===== src/hw/rtl/tdpt_pkg.sv =====
// shared types and constants for the trial division prime test
`default_nettype none

package tdpt_pkg;

    // divisor count that marks a prime
    localparam logic [1:0] PRIME_COUNT = 2'd2;
    // capped count once more than two divisors are seen
    localparam logic [1:0] COUNT_CAP   = 2'd3;

    // status from the serial remainder unit
    typedef struct packed {
        logic done;
        logic rem_zero;
    } rem_status_t;

endpackage

`default_nettype wire


===== src/hw/rtl/tdpt_rem.sv =====
// bit-serial restoring remainder unit, one dividend bit per cycle
`default_nettype none

module tdpt_rem #(
    parameter int W = 16
) (
    input  wire logic                  clk,
    input  wire logic                  rst_n,
    input  wire logic                  start,
    input  wire logic [W-1:0]          dividend,
    input  wire logic [W-1:0]          divisor,
    output tdpt_pkg::rem_status_t      status
);

    localparam int CNT_W = $clog2(W + 1);
    localparam logic [CNT_W-1:0] STEPS    = CNT_W'(W);
    localparam logic [CNT_W-1:0] LAST_CNT = CNT_W'(1);

    logic [W-1:0]     shift_reg, shift_next;
    logic [W-1:0]     rem_reg, rem_next;
    logic [W-1:0]     div_reg, div_next;
    logic [CNT_W-1:0] cnt_reg, cnt_next;
    logic             active_reg, active_next;
    logic             done_reg, done_next;

    logic [W:0]       trial;
    logic [W:0]       diff;

    // partial remainder shifted left with the next dividend bit
    assign trial = {rem_reg, shift_reg[W-1]};
    assign diff  = trial - {1'b0, div_reg};

    always_comb
    begin
        shift_next  = shift_reg;
        rem_next    = rem_reg;
        div_next    = div_reg;
        cnt_next    = cnt_reg;
        active_next = active_reg;
        done_next   = 1'b0;
        if (start)
        begin
            shift_next  = dividend;
            div_next    = divisor;
            rem_next    = '0;
            cnt_next    = STEPS;
            active_next = 1'b1;
        end
        else if (active_reg)
        begin
            // no borrow: subtract, otherwise keep the shifted value
            if (!diff[W])
            begin
                rem_next = diff[W-1:0];
            end
            else
            begin
                rem_next = trial[W-1:0];
            end
            shift_next = {shift_reg[W-2:0], 1'b0};
            cnt_next   = cnt_reg - LAST_CNT;
            if (cnt_reg == LAST_CNT)
            begin
                active_next = 1'b0;
                done_next   = 1'b1;
            end
        end
    end

    always_ff @(posedge clk or negedge rst_n)
    begin
        if (!rst_n)
        begin
            cnt_reg    <= '0;
            active_reg <= 1'b0;
            done_reg   <= 1'b0;
        end
        else
        begin
            cnt_reg    <= cnt_next;
            active_reg <= active_next;
            done_reg   <= done_next;
        end
    end

    always_ff @(posedge clk)
    begin
        shift_reg <= shift_next;
        rem_reg   <= rem_next;
        div_reg   <= div_next;
    end

    assign status.done     = done_reg;
    assign status.rem_zero = (rem_reg == '0);

endmodule

`default_nettype wire


===== config.mk =====
export PLATFORM = sky130hd
export DESIGN_NAME = tdpt_rem
export DESIGN_NICKNAME = d
export VERILOG_FILES = /design/src/hw/rtl/tdpt_pkg.sv /design/src/hw/rtl/tdpt_rem.sv
export SDC_FILE = /design/constraint.sdc
export NUM_CORES = 1
export LEC_CHECK = 0
export BUFFER_PORTS_ARGS = -buffer_cell sky130_fd_sc_hd__clkbuf_2
export CAP_MARGIN = 20
export CORE_ASPECT_RATIO = 1.4
export CORE_MARGIN = 3
export CORE_UTILIZATION = 50
export CTS_CLUSTER_SIZE = 20
export DETAILED_ROUTE_END_ITERATION = 10
export PLACE_DENSITY_LB_ADDON = 0.3
export SETUP_SLACK_MARGIN = 0.05
export SLEW_MARGIN = 10
export SYNTH_ARGS = -nofsm -noshare
export SYNTH_HDL_FRONTEND = slang
export SYNTH_SLANG_ARGS = --single-unit

===== constraint.sdc =====
create_clock -name clk -period 4.45 [get_ports clk]
set_clock_uncertainty 0.15 [all_clocks]
set_input_delay 0.89 -clock clk [delete_from_list [all_inputs] [get_ports clk]]
set_output_delay 0.89 -clock clk [all_outputs]
set_load 0.005 [all_outputs]

==> results.tsv, run 1 <==
metric	value	unit
run status	finished clean	
Die Y	98.9	um
I/O Pins	37	
critical-path maximum fanout	11	
count leader, synth	edfxtp_1	
CP arrival	3.26	ns
fillers	548	
max_cap viols	0	
main area contributors after synthesis	edfxtp_1 (31%), dfxtp_1 (10%), ha_1 (7.3%)	
CTS resizes	0	
worst-skew pair later-pin latency	0.31	ns
Post-synth top cells	edfxtp_1 (32), nor2_1 (27), inv_1 (22), nand2_1 (20), ha_1 (18)	
first-pass GRT wire length	9.88	mm
deepest clock path buffer count	2	
fin crit share	71.6	%
final setup vio count	0	
part of the power in registers	38.9	%
post-synth top area cell	edfxtp_1	
Ant. Diodes	0	
RR Endpoint	rem_reg[9]$_SDFFE_PP0P_	
dpl ws	1.31	ns
core box area	5900	sq um
share of flip-flops with an asynchronous set or reset	12.7	%
post-placement cell area	3310	sq um
EDFF count, synth	32	
Startpoint Class	flip-flop	
largest net degree at the start of global routing	44	
WL/cell	14.0	um
sw power	762	uW
leakage power	1.40	nW
Avg Inst Size Synth	10.5	sq um
Net Sw Frac	39.0	%
slowest stage cell on the critical path	nor3_2	
RSZ-0062 raised after global routing	no	
CTS sink count	55	
critical path, cell by cell	inv_1 > ha_1 > fa_1 > nand2b_1 > a21oi_1 > o21ai_1 > nor4b_1 > nor3_2 > buf_4 > mux2i_1 > a211oi_1	
Layout area overhead	10.4	%
Yosys top cell area share	31.2	%
register bit total from synthesis	55	
Data required, critical path	4.52	ns
Worst Tran Pin Value	0.793	ns
Starting Density	52.2	%
Mapped Cells	292	
Post-Route WL	5.57	mm
final count of pins violating max slew	0	
Worst path max stage delay	0.54	ns
PD cells	574	nW/um^2
row cnt	33	
crit path launch	shift_reg[15]$_DFFE_PP_	
Finished Cell Area	3400	sq um
Num CTS Buffers	5	
# Post-CTS Setup Buffers	0	
gr ovfl total	0	
Final nets	380	
die width	72.3	um
Post-CTS Hold Fix Bufs	0	
maximum VDD drop	0.298	mV
post-route ant nets	0	
sequential area share after synthesis	47.3	%
slew margin rel.	47.2	%
Vias/cell	5.45	
clock period minus worst slack	3.19	ns
initial drt markers	127	
worst setup margin	1.26	ns
DRC	0	
DRT Pass-1 Iters	4	
CTS tree	done	
via count	2165	
Crit Path Class	flip-flop to flip-flop	
Min-Delay Path Class	input pin to async pin	
CP top delay family	simple AND/OR/NAND/NOR gates	
share of cells above drive strength 1	20.5	%
Netlist cell types	48	
Clk pwr share	14.7	%
Comb pwr share	46.4	%
GRT Util Overall	17.4	%
CP endpoint kind	flip-flop	
Clock Pin Slew Worst Setup and Hold Paths	0.11	ns
worst path bufs/invs	2	
Pint	1.19	mW
Final Hold Fails	0	
reg-to-reg slack, setup	1.26	ns
Synth Flop Type	edfxtp_1	
IO Port Bufs	36	
DIE AREA	7150	sq um
antenna violations before repair	0	
clock tree root driver cell	clkbuf_8	
routability cong.	0.892	
Worst R2R Path Depth	11	
Post-Syn Area	3080	sq um
vias in the first global route	2181	
post-DP HPWL	4.15	mm
f_max	0.314	GHz
syn nets	346	
final setup TNS	0	ns
H-tree depth	2	
RR Startpoint	shift_reg[15]$_DFFE_PP_	
Synth Warn #	0	
-- routing by layer --
metal / global-route usage [%] / wire (um) / up-vias / part of all wire (%)
li1: - / - / 1123 / -
met3: 2.76 / 129 / 5 / 2.3
met2: 29.3 / 2810 / 27 / 50
met1: 22.9 / 2560 / 1010 / 46
met4: 4.78 / 65 / 0 / 1.2
met5: 0 / 0 / - / 0
-- cell families after synthesis --
| logic type | Yosys count | synth area share (%) |
|---|---|---|
| fa+ha+maj | 19 | 7.96 |
| mux | 27 | 9.38 |
| simple gates | 79 | 12.9 |
| compound gates | 59 | 12.6 |
| buf+inv | 35 | 4.75 |
| xor+xnor | 18 | 5.12 |
| flops | 55 | 47.3 |
-- worst register-to-register path: stages (launching register included) --
cell and delay, ns:
edfxtp_1 0.36, inv_1 0.05, ha_1 0.21, fa_1 0.40
nand2b_1 0.18, a21oi_1 0.22, o21ai_1 0.12, nor4b_1 0.17
nor3_2 0.54, buf_4 0.35, mux2i_1 0.10, a211oi_1 0.26
-- metrics by stage --
stage / hold slack (ns) / util (%) / power [mW] / instances
after floorplan: 0.331 / - / 1.48 / 292
after global placement: 0.348 / 56.1 / 1.66 / 389
after detailed placement: 0.361 / 56.1 / 1.68 / 389
after CTS: 0.240 / 57.6 / 1.97 / 397
after global routing: 0.233 / 57.6 / 2.12 / 397
final: 0.235 / 57.6 / 1.95 / 397
-- worst max path at each step --
| stage | endpoint | slack, ns | cells past startpoint |
|---|---|---|---|
| after floorplan | rem_reg[12]$_SDFFE_PP0P_ | 1.99 | 10 |
| after global placement | rem_reg[5]$_SDFFE_PP0P_ | 1.37 | 11 |
| after detailed placement | rem_reg[9]$_SDFFE_PP0P_ | 1.31 | 11 |
| after CTS | rem_reg[9]$_SDFFE_PP0P_ | 1.26 | 11 |
| after global routing | rem_reg[9]$_SDFFE_PP0P_ | 0.97 | 11 |
| final | rem_reg[9]$_SDFFE_PP0P_ | 1.26 | 11 |
-- power groups by stage --
stage | clock network [mW] | registers, mW | logic, mW
final | 0.288 | 0.759 | 0.907
after global routing | 0.322 | 0.775 | 1.02
after floorplan | 0 | 0.735 | 0.747
after CTS | 0.296 | 0.760 | 0.914
after detailed placement | 0 | 0.771 | 0.909
after global placement | 0 | 0.768 | 0.892
-- layout by cell type, fill, tap and decap left out, types with 4 or more instances in the layout --
cell      instances
a211oi_1         14
a21oi_1          17
clkbuf_2         36
clkbuf_8          5
dfrtp_1           7
dfxtp_1          16
edfxtp_1         32
ha_1             18
inv_1            22
mux2_2           15
mux2i_1          12
nand2_1          20
nand2b_1          4
nor2_1           27
nor4_1            4
o21ai_0           7
o21ai_1           4
xnor2_1          10
xor2_1            8
-- cell type report --
| class | count | area [sq um] | share of cell area [%] |
|---|---|---|---|
| well taps | 70 | 87.6 | 2.57 |
| multi-input cells | 202 | 1480 | 43.4 |
| clock inverters | 3 | 22.5 | 0.662 |
| flip-flops and latches | 55 | 1460 | 42.8 |
| inverters | 23 | 86.3 | 2.54 |
| clock buffers | 5 | 68.8 | 2.02 |
| repair buffers | 39 | 203 | 5.96 |
(Power assumes the default switching activity.)
==> inputs of run 2 (changes only) <==
clock period = 3.2 ns   (was 4.45 ns; I/O delays follow)
==> run 2 against run 1 <==
  * Non-clock buffer count is 1 higher
  * Total power up 38%
  * Register-to-register slack lost 0.89 ns
  * Sequential power increased by 40%
  * First-iteration DRC count is 11% lower
  * Highest routed layer unchanged
  * Global-route usage is 0.15 points lower
  * Critical path depth decreased by 1
  * Largest cell class unchanged
  * Core utilization increased by 0.15 points
  * Critical endpoint unchanged
  * Critical path type unchanged
  * Fmax rose by 13%
  * Via count grew 1.5%
  * Clock power rose by 37%
==> results.tsv, run 2 (synthesis results as in run 1) <==
metric	value	unit	change
post-DP HPWL	4.19	mm	+1.0%
Crit Path Class	flip-flop to flip-flop		
WL/cell	14.1	um	+0.36%
Worst Tran Pin Value	0.687	ns	-0.105 ns
largest net degree at the start of global routing	32		-27%
Final nets	381		+0.26%
most common cell after layout, fill and taps aside	clkbuf_2		
DIE AREA	7150	sq um	unchanged
I/O Pins	37		unchanged
initial drt markers	113		-11%
Pint	1.66	mW	+39%
final setup vio count	0		unchanged
highest-count cells in the layout ignoring fill and taps	clkbuf_2 (36), edfxtp_1 (32), nor2_1 (27), inv_1 (22), nand2_1 (20)		
Vias/cell	5.52		+1.3%
clock tree root driver cell	clkbuf_8		
Clk pwr share	14.6	%	about the same
final count of pins violating max slew	0		unchanged
hold_ws	0.346	ns	+0.110 ns
leakage power	1.40	nW	+0.13%
Starting Density	52.2	%	unchanged
post-placement cell area	3310	sq um	unchanged
worst-skew pair later-pin latency	0.31	ns	about the same
critical path, cell by cell	ha_1 > fa_1 > nand2b_1 > a21oi_1 > o21ai_1 > nor4b_1 > nor3_2 > buf_4 > mux2i_1 > a211oi_1		
maximum VDD drop	0.392	mV	+32%
deepest clock path buffer count	2		unchanged
Ant. Diodes	0		unchanged
Comb pwr share	46.2	%	-0.2 points
worst path bufs/invs	1		-1
post-route ant nets	0		unchanged
via count	2198		+1.5%
Final Hold Fails	0		unchanged
slew margin rel.	54.2	%	+7.0 points
CTS tree	done		
DRC	0		unchanged
routability cong.	0.889		-0.35%
Num CTS Buffers	5		unchanged
DRT Pass-1 Iters	4		unchanged
die width	72.3	um	unchanged
H-tree depth	2		unchanged
antenna violations before repair	0		unchanged
CP arrival	2.84	ns	-0.42 ns
critical-path maximum fanout	19		+8
Worst path max stage delay	0.40	ns	-0.14 ns
clock period minus worst slack	2.82	ns	-0.363 ns
part of the power in registers	39.2	%	+0.3 points
PD cells	793	nW/um^2	+38%
vias in the first global route	2173		-0.37%
Data required, critical path	3.22	ns	-1.30 ns
first-pass GRT wire length	9.89	mm	+0.14%
run status	finished clean		
GRT Util Overall	17.2	%	-0.15 points
row cnt	33		unchanged
fillers	530		-3.3%
Layout area overhead	10.7	%	
share of cells above drive strength 1	20.1	%	-0.37 points
Clock Pin Slew Worst Setup and Hold Paths	0.10	ns	about the same
Min-Delay Path Class	input pin to flip-flop		
final setup TNS	0	ns	unchanged
slowest stage cell on the critical path	edfxtp_1		
max_cap viols	0		unchanged
CP endpoint kind	flip-flop		
Post-Route WL	5.61	mm	+0.61%
core box area	5900	sq um	unchanged
Finished Cell Area	3410	sq um	+0.26%
Net Sw Frac	38.8	%	-0.24 points
sw power	1.05	mW	+38%
fin crit share	88.2	%	+17 points
f_max	0.354	GHz	+13%
Die Y	98.9	um	unchanged
CTS resizes	0		unchanged
Startpoint Class	flip-flop		
CTS sink count	55		unchanged
CP top delay family	adder cells		
RSZ-0062 raised after global routing	no		
gr ovfl total	0		unchanged
IO Port Bufs	36		unchanged
run 2: cell types whose count changed in the layout (fill, tap and decap cells not counted):
cell           delta
dlygate4sd3_1     +1
clkinv_1          +1
clkinv_2          -1
run 2: worst paths after layout:
check / from / end / slack, ns / cells after the start
hold / removal: divisor[2] / div_reg[2]$_DFFE_PP_ / 0.35 / 1
setup reg to reg: div_reg[0]$_DFFE_PP_ / rem_reg[9]$_SDFFE_PP0P_ / 0.38 / 10
hold reg to reg: rem_reg[8]$_SDFFE_PP0P_ / rem_reg[8]$_SDFFE_PP0P_ / 0.38 / 2
setup / recovery: div_reg[0]$_DFFE_PP_ / rem_reg[9]$_SDFFE_PP0P_ / 0.38 / 10
min in group asynchronous: rst_n / cnt_reg[3]$_DFFE_PN0P_ / 0.54 / 2
max in group asynchronous: rst_n / done_reg$_DFF_PN0_ / 2.19 / 2
run 2: final cells by class:
cell class | instances | area, sq um | share of cell area, %
multi-input cells | 202 | 1480 | 43.3
flip-flops and latches | 55 | 1460 | 42.7
repair buffers | 40 | 213 | 6.24
well taps | 70 | 87.6 | 2.57
inverters | 23 | 86.3 | 2.53
clock buffers | 5 | 68.8 | 2.02
clock inverters | 3 | 21.3 | 0.624
run 2: metrics by stage:
| stage | utilization [%] | setup WS (ns) | instances | power (mW) |
|---|---|---|---|---|
| 2_1_floorplan | - | 0.738 | 292 | 2.06 |
| 3_3_place_gp | 56.1 | 0.484 | 389 | 2.30 |
| 3_5_place_dp | 56.1 | 0.401 | 389 | 2.32 |
| 4_1_cts | 57.8 | 0.358 | 398 | 2.72 |
| 5_1_grt | 57.8 | 0.0816 | 398 | 2.94 |
| 6_report | 57.8 | 0.377 | 398 | 2.71 |
run 2: per-layer routing:
layer | share of wire (%) | up-vias | GRT usage, %
met2 | 51 | 33 | 28.9
met5 | 0 | - | 0
met4 | 1.6 | 0 | 5.93
li1 | - | 1125 | -
met1 | 45 | 1033 | 22.3
met3 | 2.8 | 7 | 2.76
run 2: power groups by stage:
| stage | clock network (mW) | logic, mW | registers [mW] |
|---|---|---|---|
| 3_5_place_dp | 0 | 1.25 | 1.08 |
| 3_3_place_gp | 0 | 1.23 | 1.08 |
| 4_1_cts | 0.404 | 1.26 | 1.06 |
| 2_1_floorplan | 0 | 1.04 | 1.02 |
| 5_1_grt | 0.430 | 1.42 | 1.09 |
| 6_report | 0.395 | 1.25 | 1.06 |
run 2: repair_timing:
item / in CTS / in global routing
endpoints found under the setup margin: 0 / 0
buffers inserted: 0 / 0
hold buffers: 1 / 0
hold endpoints to repair: 7 / 0
